File: config.mk
export PLATFORM = sky130hd
export DESIGN_NAME = ntc_median_temperature_core
export DESIGN_NICKNAME = d
export VERILOG_FILES = /design/src/rtl/ntc_med_pkg.sv /design/src/rtl/ntc_median_temperature_core.sv
export SDC_FILE = /design/constraint.sdc
export NUM_CORES = 2
export LEC_CHECK = 0
export BUFFER_PORTS_ARGS = -buffer_cell sky130_fd_sc_hd__buf_2
export CAP_MARGIN = 25
export CORE_MARGIN = 8
export CORE_UTILIZATION = 55
export CTS_CLUSTER_DIAMETER = 30
export CTS_CLUSTER_SIZE = 24
export DETAILED_ROUTE_END_ITERATION = 8
export PLACE_DENSITY_LB_ADDON = 0.15
export SETUP_SLACK_MARGIN = 0.05
export SLEW_MARGIN = 20
export SYNTH_ARGS = -nofsm -noshare
export SYNTH_HDL_FRONTEND = slang
export SYNTH_SLANG_ARGS = --single-unit
File: constraint.sdc
create_clock -name i_clk -period 10.05 [get_ports i_clk]
set_clock_uncertainty 0.05 [all_clocks]
set_input_delay 0.5025 -clock i_clk [delete_from_list [all_inputs] [get_ports i_clk]]
set_output_delay 0.5025 -clock i_clk [all_outputs]
set_load 0.01 [all_outputs]
File: src/rtl/ntc_med_pkg.sv
// shared widths, register indexes and fixed-point constants of the ntc median temperature core
`default_nettype none

package ntc_med_pkg;

    // stream and configuration port widths
    localparam int SAMPLE_W   = 12;
    localparam int S_TDATA_W  = 16;
    localparam int TEMP_W     = 15;
    localparam int OFFSET_W   = 10;
    localparam int LIMIT_W    = 10;
    localparam int CODE_W     = 2;
    localparam int PERIOD_W   = 7;
    localparam int M_TDATA_W  = 40;
    localparam int CFG_IDX_W  = 2;
    localparam int CFG_DATA_W = 10;

    typedef logic signed [TEMP_W-1:0] t_temp;

    // configuration register indexes
    localparam logic [CFG_IDX_W-1:0] CFG_NTC_OFFSET = 2'd0;
    localparam logic [CFG_IDX_W-1:0] CFG_FREQ_LOW   = 2'd1;
    localparam logic [CFG_IDX_W-1:0] CFG_FREQ_HIGH  = 2'd2;

    // configuration reset values
    localparam logic [LIMIT_W-1:0] FREQ_LOW_RESET  = 10'd370;
    localparam logic [LIMIT_W-1:0] FREQ_HIGH_RESET = 10'd390;

    // frequency codes and matching timer periods
    localparam logic [CODE_W-1:0]   FREQ_1M50      = 2'd0;
    localparam logic [CODE_W-1:0]   FREQ_1M25      = 2'd1;
    localparam logic [CODE_W-1:0]   FREQ_1M00      = 2'd2;
    localparam logic [PERIOD_W-1:0] PERIOD_1M50    = 7'd47;
    localparam logic [PERIOD_W-1:0] PERIOD_1M25    = 7'd57;
    localparam logic [PERIOD_W-1:0] PERIOD_1M00    = 7'd71;

    // sensor limits
    localparam logic [15:0] FAULT_CODE  = 16'd3800;
    localparam logic [13:0] PULLUP_OHMS = 14'd10000;
    localparam t_temp       FAULT_TEMP  = 15'sd800;
    localparam t_temp       ZERO_R_TEMP = -15'sd2731;

    // shared restoring divider
    localparam int DIV_NW     = 60;
    localparam int DIV_DW     = 48;
    localparam int DIV_CNT_W  = 6;

    // logarithm unit
    localparam int LOG_FRAC_W = 58;
    localparam int SQ_ITERS   = 58;
    localparam int ITER_W     = 6;
    localparam int LN_W       = 48;
    localparam logic [31:0] LN_REF_ARG = 32'd10000;
    localparam logic [31:0] LN2_HI     = 32'hB17217F7;
    localparam logic [31:0] LN2_LO     = 32'hD1CF79AC;
    localparam logic [63:0] LN_ROUND   = 64'd32768;

    // beta term 3380 * 0.003354 in q42, and 67600 in q42 as divider numerator
    localparam logic [LN_W-1:0] BETA_K =
        48'(((64'd1133652 << 42) + 64'd50000) / 64'd100000);
    localparam logic [DIV_NW-1:0] TEMP_NUM = 60'(64'd67600 << 42);

    // twice 273.15 kelvin in tenths
    localparam logic [15:0] HALF_N = 16'd5463;

endpackage

`default_nettype wire

File: src/rtl/ntc_median_temperature_core.sv
// ntc thermistor temperature core: sample memory, median search, log and divide sequencer
//
//  channel   | dir | transfer when              | payload
//  s_axis    | in  | tvalid & tready            | tdata[11:0] adc_sample
//  m_axis    | out | tvalid & tready            | tdata sensor/final/code/period, tuser fault
//  cfg       | in  | valid & ready (always set) | index 0 offset, 1 low limit, 2 high limit
//
//  samples are stored one per cycle while the core is idle; the transfer after SAMPLE_COUNT stored
//  samples starts a computation, dominated by two log2 passes of 58 squarings on the shared
//  32x32 multiplier and two restoring divisions. s_axis is held off while computing.
//  synchronous active-low reset clears control state and configuration.
//  a result waiting on m_axis does not stall sample storing, only the next hand-over.
`default_nettype none

module ntc_median_temperature_core
    import ntc_med_pkg::*;
#(
    parameter int SAMPLE_COUNT = 10,
    parameter int ADC_BITS     = 12
) (
    input  logic                  i_clk,
    input  logic                  i_rst_n,
    // input sample stream
    input  logic                  i_s_axis_tvalid,
    output logic                  o_s_axis_tready,
    input  logic [S_TDATA_W-1:0]  i_s_axis_tdata,   // [11:0] adc_sample
    // result stream
    output logic                  o_m_axis_tvalid,
    input  logic                  i_m_axis_tready,
    output logic [M_TDATA_W-1:0]  o_m_axis_tdata,   // [14:0] sensor_temp, [29:15] final_temp,
                                                    // [31:30] freq_code, [38:32] timer_period
    output logic                  o_m_axis_tuser,   // [0] sensor_fault
    // configuration writes
    input  logic                  i_cfg_valid,
    output logic                  o_cfg_ready,
    input  logic [CFG_IDX_W-1:0]  i_cfg_index,
    input  logic [CFG_DATA_W-1:0] i_cfg_data
);

    localparam int IDX_W    = $clog2(SAMPLE_COUNT);
    localparam int CNT_W    = $clog2(SAMPLE_COUNT + 1);
    localparam int MED_RANK = (SAMPLE_COUNT - 1) / 2;
    localparam int PROD_W   = ADC_BITS + 14;
    localparam logic [ADC_BITS-1:0] ADC_FULL = {ADC_BITS{1'b1}};

    // sequencer states
    localparam logic [4:0] S_IDLE      = 5'd0;
    localparam logic [4:0] S_MED_CAND  = 5'd1;
    localparam logic [4:0] S_MED_LOAD  = 5'd2;
    localparam logic [4:0] S_MED_SCAN  = 5'd3;
    localparam logic [4:0] S_MED_CHECK = 5'd4;
    localparam logic [4:0] S_RANGE     = 5'd5;
    localparam logic [4:0] S_DIV       = 5'd6;
    localparam logic [4:0] S_RES       = 5'd7;
    localparam logic [4:0] S_NORM      = 5'd8;
    localparam logic [4:0] S_SQ0       = 5'd9;
    localparam logic [4:0] S_SQ1       = 5'd10;
    localparam logic [4:0] S_SQ2       = 5'd11;
    localparam logic [4:0] S_SQ3       = 5'd12;
    localparam logic [4:0] S_LN0       = 5'd13;
    localparam logic [4:0] S_LN1       = 5'd14;
    localparam logic [4:0] S_LN2       = 5'd15;
    localparam logic [4:0] S_LN3       = 5'd16;
    localparam logic [4:0] S_LN4       = 5'd17;
    localparam logic [4:0] S_LN5       = 5'd18;
    localparam logic [4:0] S_TEMP      = 5'd19;
    localparam logic [4:0] S_OUT       = 5'd20;

    // control registers
    logic [4:0]                r_state;
    logic [4:0]                n_state;
    logic [CNT_W-1:0]          r_count;
    logic                      r_out_valid;
    logic signed [OFFSET_W-1:0] r_offset;
    logic [LIMIT_W-1:0]        r_low;
    logic [LIMIT_W-1:0]        r_high;

    // sample memory
    logic [ADC_BITS-1:0]       r_mem [SAMPLE_COUNT];
    logic [ADC_BITS-1:0]       r_rd_data;
    logic [IDX_W-1:0]          w_rd_addr;

    // median search
    logic [IDX_W-1:0]          r_i;
    logic [IDX_W-1:0]          r_j;
    logic [IDX_W-1:0]          r_rank;
    logic [ADC_BITS-1:0]       r_cand;

    // divider
    logic [DIV_NW-1:0]         r_dq;
    logic [DIV_DW-1:0]         r_rem;
    logic [DIV_DW-1:0]         r_den;
    logic [DIV_CNT_W-1:0]      r_div_cnt;
    logic                      r_div_temp;

    // logarithm
    logic [31:0]               r_res;
    logic [31:0]               r_arg;
    logic [4:0]                r_k;
    logic [62:0]               r_y;
    logic [LOG_FRAC_W-1:0]     r_frac;
    logic [ITER_W-1:0]         r_iter;
    logic [63:0]               r_p;
    logic [127:0]              r_acc;
    logic                      r_ln_sensor;
    logic [LN_W-1:0]           r_c;

    // result
    t_temp                     r_sensor;
    logic                      r_fault;
    t_temp                     r_out_sensor;
    t_temp                     r_out_final;
    logic [CODE_W-1:0]         r_out_code;
    logic [PERIOD_W-1:0]       r_out_period;
    logic                      r_out_fault;

    // combinational helpers
    logic                      w_s_xfer;
    logic                      w_store;
    logic [ADC_BITS-1:0]       w_sample;
    logic                      w_less;
    logic                      w_scan_last;
    logic                      w_rank_hit;
    logic                      w_fault;
    logic [PROD_W-1:0]         w_prod;
    logic [DIV_DW:0]           w_div_t;
    logic                      w_div_ge;
    logic                      w_div_last;
    logic [31:0]               w_mul_a;
    logic [31:0]               w_mul_b;
    logic [127:0]              w_sq_sum;
    logic [63:0]               w_ny;
    logic                      w_sq_last;
    logic [62:0]               w_lq;
    logic [63:0]               w_ln_hi;
    logic [LN_W-1:0]           w_ln;
    logic [15:0]               w_n;
    logic [15:0]               w_nc;
    logic [15:0]               w_up;
    logic [15:0]               w_dn;
    t_temp                     w_temp;
    t_temp                     w_final;
    logic signed [15:0]        w_cur16;
    logic signed [15:0]        w_low16;
    logic signed [15:0]        w_high16;
    logic [CODE_W-1:0]         w_code;
    logic [PERIOD_W-1:0]       w_period;
    logic                      w_out_free;

    // handshakes
    assign o_s_axis_tready = (r_state == S_IDLE);
    assign o_cfg_ready     = 1'b1;
    assign w_s_xfer        = i_s_axis_tvalid && o_s_axis_tready;
    assign w_store         = (r_count < CNT_W'(SAMPLE_COUNT));
    assign w_sample        = ADC_BITS'(i_s_axis_tdata[SAMPLE_W-1:0]);
    assign w_out_free      = !r_out_valid || i_m_axis_tready;

    // median rank: smaller values, and equal values at lower addresses
    assign w_less      = (r_rd_data < r_cand) || ((r_rd_data == r_cand) && (r_j < r_i));
    assign w_scan_last = (r_j == IDX_W'(SAMPLE_COUNT - 1));
    assign w_rank_hit  = (r_rank == IDX_W'(MED_RANK));

    // range check and divider operand for the resistance
    assign w_fault = (16'(r_cand) >= FAULT_CODE) || (r_cand == ADC_FULL);
    assign w_prod  = PROD_W'(r_cand) * PROD_W'(PULLUP_OHMS);

    // one restoring divider step
    assign w_div_t    = {r_rem, r_dq[DIV_NW-1]};
    assign w_div_ge   = (w_div_t >= {1'b0, r_den});
    assign w_div_last = (r_div_cnt == DIV_CNT_W'(DIV_NW - 1));

    // log2 operand: integer part then fraction
    assign w_lq = {5'd31 - r_k, r_frac};

    // shared multiplier operand select
    always_comb begin
        w_mul_a = '0;
        w_mul_b = '0;
        unique case (r_state)
            S_SQ0: begin
                w_mul_a = r_y[31:0];
                w_mul_b = r_y[31:0];
            end
            S_SQ1: begin
                w_mul_a = r_y[31:0];
                w_mul_b = {1'b0, r_y[62:32]};
            end
            S_SQ2: begin
                w_mul_a = {1'b0, r_y[62:32]};
                w_mul_b = {1'b0, r_y[62:32]};
            end
            S_LN0: begin
                w_mul_a = w_lq[31:0];
                w_mul_b = LN2_LO;
            end
            S_LN1: begin
                w_mul_a = w_lq[31:0];
                w_mul_b = LN2_HI;
            end
            S_LN2: begin
                w_mul_a = {1'b0, w_lq[62:32]};
                w_mul_b = LN2_LO;
            end
            S_LN3: begin
                w_mul_a = {1'b0, w_lq[62:32]};
                w_mul_b = LN2_HI;
            end
            default: begin
                w_mul_a = '0;
                w_mul_b = '0;
            end
        endcase
    end

    // squaring step: keep the q62 window and pull out one fraction bit
    assign w_sq_sum  = r_acc + (128'(r_p) << 64);
    assign w_ny      = w_sq_sum[125:62];
    assign w_sq_last = (r_iter == ITER_W'(SQ_ITERS - 1));

    // natural log in q42, rounded from q58
    assign w_ln_hi = r_acc[127:64] + LN_ROUND;
    assign w_ln    = LN_W'(w_ln_hi >> 16);

    // temperature from the quotient, truncated toward zero
    assign w_n    = r_dq[15:0];
    assign w_nc   = w_n + 16'(r_rem != '0);
    assign w_up   = w_n - HALF_N;
    assign w_dn   = HALF_N - w_nc;
    assign w_temp = (w_n >= HALF_N) ? $signed(w_up[15:1]) : $signed(15'd0 - w_dn[15:1]);

    // offset and frequency choice
    assign w_final  = r_fault ? FAULT_TEMP : t_temp'(r_sensor + TEMP_W'(r_offset));
    assign w_cur16  = 16'(w_final);
    assign w_low16  = $signed({6'd0, r_low});
    assign w_high16 = $signed({6'd0, r_high});

    always_comb begin
        priority if (w_cur16 < w_low16) begin
            w_code   = FREQ_1M50;
            w_period = PERIOD_1M50;
        end else if (w_cur16 < w_high16) begin
            w_code   = FREQ_1M25;
            w_period = PERIOD_1M25;
        end else begin
            w_code   = FREQ_1M00;
            w_period = PERIOD_1M00;
        end
    end

    // memory read address
    always_comb begin
        priority if (r_state == S_MED_CAND) begin
            w_rd_addr = r_i;
        end else if ((r_state == S_MED_SCAN) && !w_scan_last) begin
            w_rd_addr = r_j + 1'b1;
        end else begin
            w_rd_addr = '0;
        end
    end

    // next state
    always_comb begin
        n_state = r_state;
        unique case (r_state)
            S_IDLE: begin
                if (w_s_xfer && !w_store) n_state = S_MED_CAND;
            end
            S_MED_CAND:  n_state = S_MED_LOAD;
            S_MED_LOAD:  n_state = S_MED_SCAN;
            S_MED_SCAN: begin
                if (w_scan_last) n_state = S_MED_CHECK;
            end
            S_MED_CHECK: n_state = w_rank_hit ? S_RANGE : S_MED_CAND;
            S_RANGE:     n_state = w_fault ? S_OUT : S_DIV;
            S_DIV: begin
                if (w_div_last) n_state = r_div_temp ? S_TEMP : S_RES;
            end
            S_RES:       n_state = (r_dq[31:0] == '0) ? S_OUT : S_NORM;
            S_NORM: begin
                if (r_arg[31]) n_state = S_SQ0;
            end
            S_SQ0:       n_state = S_SQ1;
            S_SQ1:       n_state = S_SQ2;
            S_SQ2:       n_state = S_SQ3;
            S_SQ3:       n_state = w_sq_last ? S_LN0 : S_SQ0;
            S_LN0:       n_state = S_LN1;
            S_LN1:       n_state = S_LN2;
            S_LN2:       n_state = S_LN3;
            S_LN3:       n_state = S_LN4;
            S_LN4:       n_state = S_LN5;
            S_LN5:       n_state = r_ln_sensor ? S_DIV : S_NORM;
            S_TEMP:      n_state = S_OUT;
            S_OUT: begin
                if (w_out_free) n_state = S_IDLE;
            end
            default:     n_state = S_IDLE;
        endcase
    end

    // control state and configuration
    always_ff @(posedge i_clk) begin
        if (!i_rst_n) begin
            r_state     <= S_IDLE;
            r_count     <= '0;
            r_out_valid <= 1'b0;
            r_offset    <= '0;
            r_low       <= FREQ_LOW_RESET;
            r_high      <= FREQ_HIGH_RESET;
        end else begin
            r_state <= n_state;
            if (w_s_xfer) begin
                r_count <= w_store ? r_count + 1'b1 : '0;
            end
            if ((r_state == S_OUT) && w_out_free) begin
                r_out_valid <= 1'b1;
            end else if (i_m_axis_tready) begin
                r_out_valid <= 1'b0;
            end
            if (i_cfg_valid) begin
                unique case (i_cfg_index)
                    CFG_NTC_OFFSET: r_offset <= $signed(i_cfg_data);
                    CFG_FREQ_LOW:   r_low    <= i_cfg_data;
                    CFG_FREQ_HIGH:  r_high   <= i_cfg_data;
                    default: ;
                endcase
            end
        end
    end

    // sample memory write and registered read
    always_ff @(posedge i_clk) begin
        if (w_s_xfer && w_store) begin
            r_mem[r_count[IDX_W-1:0]] <= w_sample;
        end
        r_rd_data <= r_mem[w_rd_addr];
    end

    // shared multiplier
    always_ff @(posedge i_clk) begin
        r_p <= w_mul_a * w_mul_b;
    end

    // datapath sequencing
    always_ff @(posedge i_clk) begin
        unique case (r_state)
            S_IDLE: begin
                r_i <= '0;
            end
            S_MED_LOAD: begin
                r_cand <= r_rd_data;
                r_j    <= '0;
                r_rank <= '0;
            end
            S_MED_SCAN: begin
                r_rank <= r_rank + IDX_W'(w_less);
                if (!w_scan_last) r_j <= r_j + 1'b1;
            end
            S_MED_CHECK: begin
                if (!w_rank_hit) r_i <= r_i + 1'b1;
            end
            S_RANGE: begin
                r_fault    <= w_fault;
                r_sensor   <= FAULT_TEMP;
                r_dq       <= DIV_NW'(w_prod);
                r_den      <= DIV_DW'(ADC_FULL - r_cand);
                r_rem      <= '0;
                r_div_cnt  <= '0;
                r_div_temp <= 1'b0;
            end
            S_DIV: begin
                r_rem     <= w_div_ge ? DIV_DW'(w_div_t - {1'b0, r_den})
                                      : w_div_t[DIV_DW-1:0];
                r_dq      <= {r_dq[DIV_NW-2:0], w_div_ge};
                r_div_cnt <= r_div_cnt + 1'b1;
            end
            S_RES: begin
                r_res       <= r_dq[31:0];
                r_arg       <= LN_REF_ARG;
                r_k         <= '0;
                r_ln_sensor <= 1'b0;
                r_sensor    <= ZERO_R_TEMP;
            end
            S_NORM: begin
                if (r_arg[31]) begin
                    r_y    <= {r_arg, 31'd0};
                    r_iter <= '0;
                    r_frac <= '0;
                end else begin
                    r_arg <= r_arg << 1;
                    r_k   <= r_k + 1'b1;
                end
            end
            S_SQ1: begin
                r_acc <= 128'(r_p);
            end
            S_SQ2: begin
                r_acc <= r_acc + (128'(r_p) << 33);
            end
            S_SQ3: begin
                r_frac <= {r_frac[LOG_FRAC_W-2:0], w_ny[63]};
                r_y    <= w_ny[63] ? w_ny[63:1] : w_ny[62:0];
                r_iter <= r_iter + 1'b1;
            end
            S_LN1: begin
                r_acc <= 128'(r_p);
            end
            S_LN2, S_LN3: begin
                r_acc <= r_acc + (128'(r_p) << 32);
            end
            S_LN4: begin
                r_acc <= w_sq_sum;
            end
            S_LN5: begin
                if (r_ln_sensor) begin
                    // beta denominator, then 67600 / d by the divider
                    r_den      <= w_ln + r_c;
                    r_dq       <= TEMP_NUM;
                    r_rem      <= '0;
                    r_div_cnt  <= '0;
                    r_div_temp <= 1'b1;
                end else begin
                    // reference log done, start on the resistance
                    r_c         <= BETA_K - w_ln;
                    r_ln_sensor <= 1'b1;
                    r_arg       <= r_res;
                    r_k         <= '0;
                end
            end
            S_TEMP: begin
                r_sensor <= w_temp;
            end
            S_OUT: begin
                if (w_out_free) begin
                    r_out_sensor <= r_sensor;
                    r_out_final  <= w_final;
                    r_out_code   <= w_code;
                    r_out_period <= w_period;
                    r_out_fault  <= r_fault;
                end
            end
            default: ;
        endcase
    end

    // result stream
    assign o_m_axis_tvalid = r_out_valid;
    assign o_m_axis_tdata  = {1'b0, r_out_period, r_out_code, r_out_final, r_out_sensor};
    assign o_m_axis_tuser  = r_out_fault;

endmodule

`default_nettype wire
==> impl_metrics.tcl <==
set metrics [dict create \
    ys_seq_elements 815 \
    start_kind "flip-flop" \
    syn2layout_area_growth_pct 12.2 \
    drc_errors 0 \
    power_mw 9.32 \
    cp_common_cell "fa_1" \
    portBuffers 69 \
    hold_viol_final 0 \
    crit_fanout 42 \
    r2r-start "r_state[4]" \
    cp-end-kind "flip-flop" \
    fill_cells 13800 \
    synth_cells 9787 \
    drt_iter0_drc 6897 \
    syn_avg_cell_area_um2 9.12 \
    irDropWorstVdd_uv 230 \
    worstPathArrival_ps 10390 \
    slowest_stage "fa_1" \
    grt_pass1_vias 74300 \
    fmax_ghz 0.103 \
    cts_buffer_depth 3 \
    ys_types 99 \
    start_util_pct 55.1 \
    rr_worst_depth 36 \
    cts_buffers 169 \
    syn-cell-area_um2 89300 \
    multi_input_area_um2 59900 \
    nNetsFinal 11600 \
    first_pass_iters 9 \
    clkTransAtPathRegs_ps 60 \
    period_needed_ps 9730 \
    synth-edff-count 699 \
    drive_above_1_share_pct 8.93 \
    regArea_um2 23300 \
    gr-total-overflow 0 \
    finalCritPeriodShare_pct 96.8 \
    totalNegativeSetupSlack_ps 0 \
    ant_nets 0 \
    hold_depth 4 \
    antenna_found_initial 0 \
    critPathKind "flip-flop to flip-flop" \
    wire_per_inst_um 24.2 \
    setup_violations 0 \
    cts_root_buf "clkbuf_16" \
    crit_path_max_incr_delay_ps 550 \
    grt_pass1_wl_um 452000 \
    worstSkewPairLatency_ps 830 \
    hold_path.startpoint "i_cfg_index[1]" \
    wirelength_um 297000 \
    grt_max_degree 79 \
    maxSlewViolCount 0 \
    power.density_nw_per_um2 93.0 \
    async_reset_ff_share_pct 0 \
    rsz0062_at_grt "no" \
    outcome "finished clean" \
    rows 148 \
    dr_total_vias 73600 \
    tritoncts "done" \
    crit_start "r_state[4]" \
    ys_warn_count 0 \
    core_um2 162000 \
    ys_seq_area_share_pct 26.1 \
    final_common_cell "inv_1" \
    die_w_um 419 \
    grt_usage_pct 33.5 \
    hpwl_um 238000 \
    post_drt_via_cell_ratio 6.01 \
    final_util_pct 61.8 \
    critical_path_required_ps 10710 \
    cellLeakagePower_nw 44.9 \
    final_cell_mix "inv_1 (1,227), nand2_1 (1,083), nor2_1 (1,030), fa_1 (925), ha_1 (707)" \
    hp-class "input pin to flip-flop" \
    slew_headroom_pct 24.9 \
    ios 77 \
    htreeDepth 4 \
    fp.dieH_um 419 \
    cts_sinks 815 \
    ys.flop_type "edfxtp_1" \
    maxCapViolations 0 \
    place_congestion 1.01 \
    worst_slew_pin_slew_ps 1120 \
    die-area_um2 175000 \
]
==> power by group <==
part,leakage [nW],switching (mW),internal (mW),total (mW)
Combinational,35.3,0.0599,0.0435,0.103
Clock,2.78,2.04,3.51,5.55
Sequential,6.85,0.00817,3.66,3.66
Total,44.9,2.11,7.21,9.32
==> area by class of cell <==
type / count / share of cell area [%]
multi-input combinational: 7224 / 59.7
sequential: 815 / 23.3
inverter: 1228 / 4.60
clock buffer: 197 / 4.47
timing repair buffer: 484 / 3.92
tap: 2175 / 2.72
clock inverter: 118 / 1.27
antenna: 3 / 0.00749
==> worst max-delay path, delay by kind of cell (launching register included) <==
kind / cells / cell delay, ps
buffers and inverters: 10 / 1400
AOI/OAI and AO/OA: 7 / 1690
DFF: 1 / 330
and+or+nand+nor: 9 / 1910
xor gates and xnor gates: 1 / 140
adders and majority gates: 9 / 4040
==> flip-flops by register name, summed over array words and instances (netlist names), 48 cells and up <==
| register | flops |
|---|---|
| r_dq | 60 |
| r_den | 48 |
| r_p | 64 |
| r_c | 48 |
| r_acc | 96 |
| r_rem | 48 |
| r_frac | 58 |
| r_y | 63 |
| r_mem | 120 |
==> path summary, 6_finish.rpt <==
| kind | end | slack (ps) |
|---|---|---|
| worst max-delay path | r_p[61] | 320 |
| worst min register to register | r_res[15] | 390 |
| worst max register to register | r_p[61] | 320 |
| worst min-delay path | r_offset[9] | 90 |
==> cells in the mapped netlist, types with 30 or more instances <==
library cell	number	share of area [%]
a211oi_1	42	0.35
a21boi_0	30	0.25
a21o_1	283	2.4
a21oi_1	515	2.9
a221o_1	49	0.55
a221oi_1	44	0.43
a222oi_1	32	0.36
a22o_1	36	0.35
a22oi_1	54	0.45
a311oi_1	33	0.32
a31oi_1	68	0.48
and2_1	156	1.1
and3_1	84	0.59
clkbuf_1	456	1.9
dfxtp_1	116	2.6
edfxtp_1	699	24
fa_1	926	21
ha_1	708	9.9
inv_1	1227	5.2
mux2i_1	104	1.2
nand2_1	1090	4.6
nand2b_1	50	0.35
nand3_1	156	0.87
nand4_1	128	0.90
nor2_1	1038	4.4
nor2b_1	73	0.51
nor3_1	105	0.59
nor4_1	39	0.27
o211ai_1	46	0.39
o21a_1	63	0.53
o21ai_0	339	1.9
o21bai_1	68	0.57
o31ai_1	31	0.26
xnor2_1	323	3.2
xor2_1	185	1.8
==> routing by layer <==
layer  track usage [%]  share of wire, %  routed length, µm
met5                 0                 0                  0
met4              19.6               7.1              21100
met3              4.76               6.8              20200
met2              54.1                46             137000
met1              43.1                40             119000
==> cell families (layout without fill, tap and decap cells) <==
| group | after synthesis | after routing | share of synthesized area, % |
|---|---|---|---|
| other | 2 | 6 | 0.00841 |
| XOR/XNOR | 509 | 509 | 5.00 |
| AND/OR/NAND/NOR | 3047 | 3047 | 15.2 |
| adder cells (fa/ha/maj) | 1634 | 1634 | 30.7 |
| flip-flops | 815 | 815 | 26.1 |
| AO/OA/AOI/OAI | 1924 | 1924 | 14.3 |
| buffers and inverters | 1749 | 2027 | 7.46 |
| multiplexers | 107 | 107 | 1.22 |
==> per-stage QoR <==
stage                     cell area (µm²)  cells  hold slack (ps)  setup slack (ps)
after floorplan                     89300   9788              358               259
after global placement              93800  11900              378              78.7
after global routing               100000  12200              114              33.3
after detailed placement            93900  11900              379              17.7
final                              100000  12200             93.8               324
after CTS                           99800  12200             38.5              57.1
==> timing repair <==
| item | in CTS | in global routing |
|---|---|---|
| setup endpoints to repair | 6 | 19 |
| cloned | 0 | 1 |
| gates resized for setup | 2 | 50 |
| buffers inserted | 0 | 9 |
| endpoints found under the hold margin | 151 | 0 |
| hold buffers | 23 | 0 |
| pin swaps | 0 | 16 |
(Power assumes the default switching activity.)
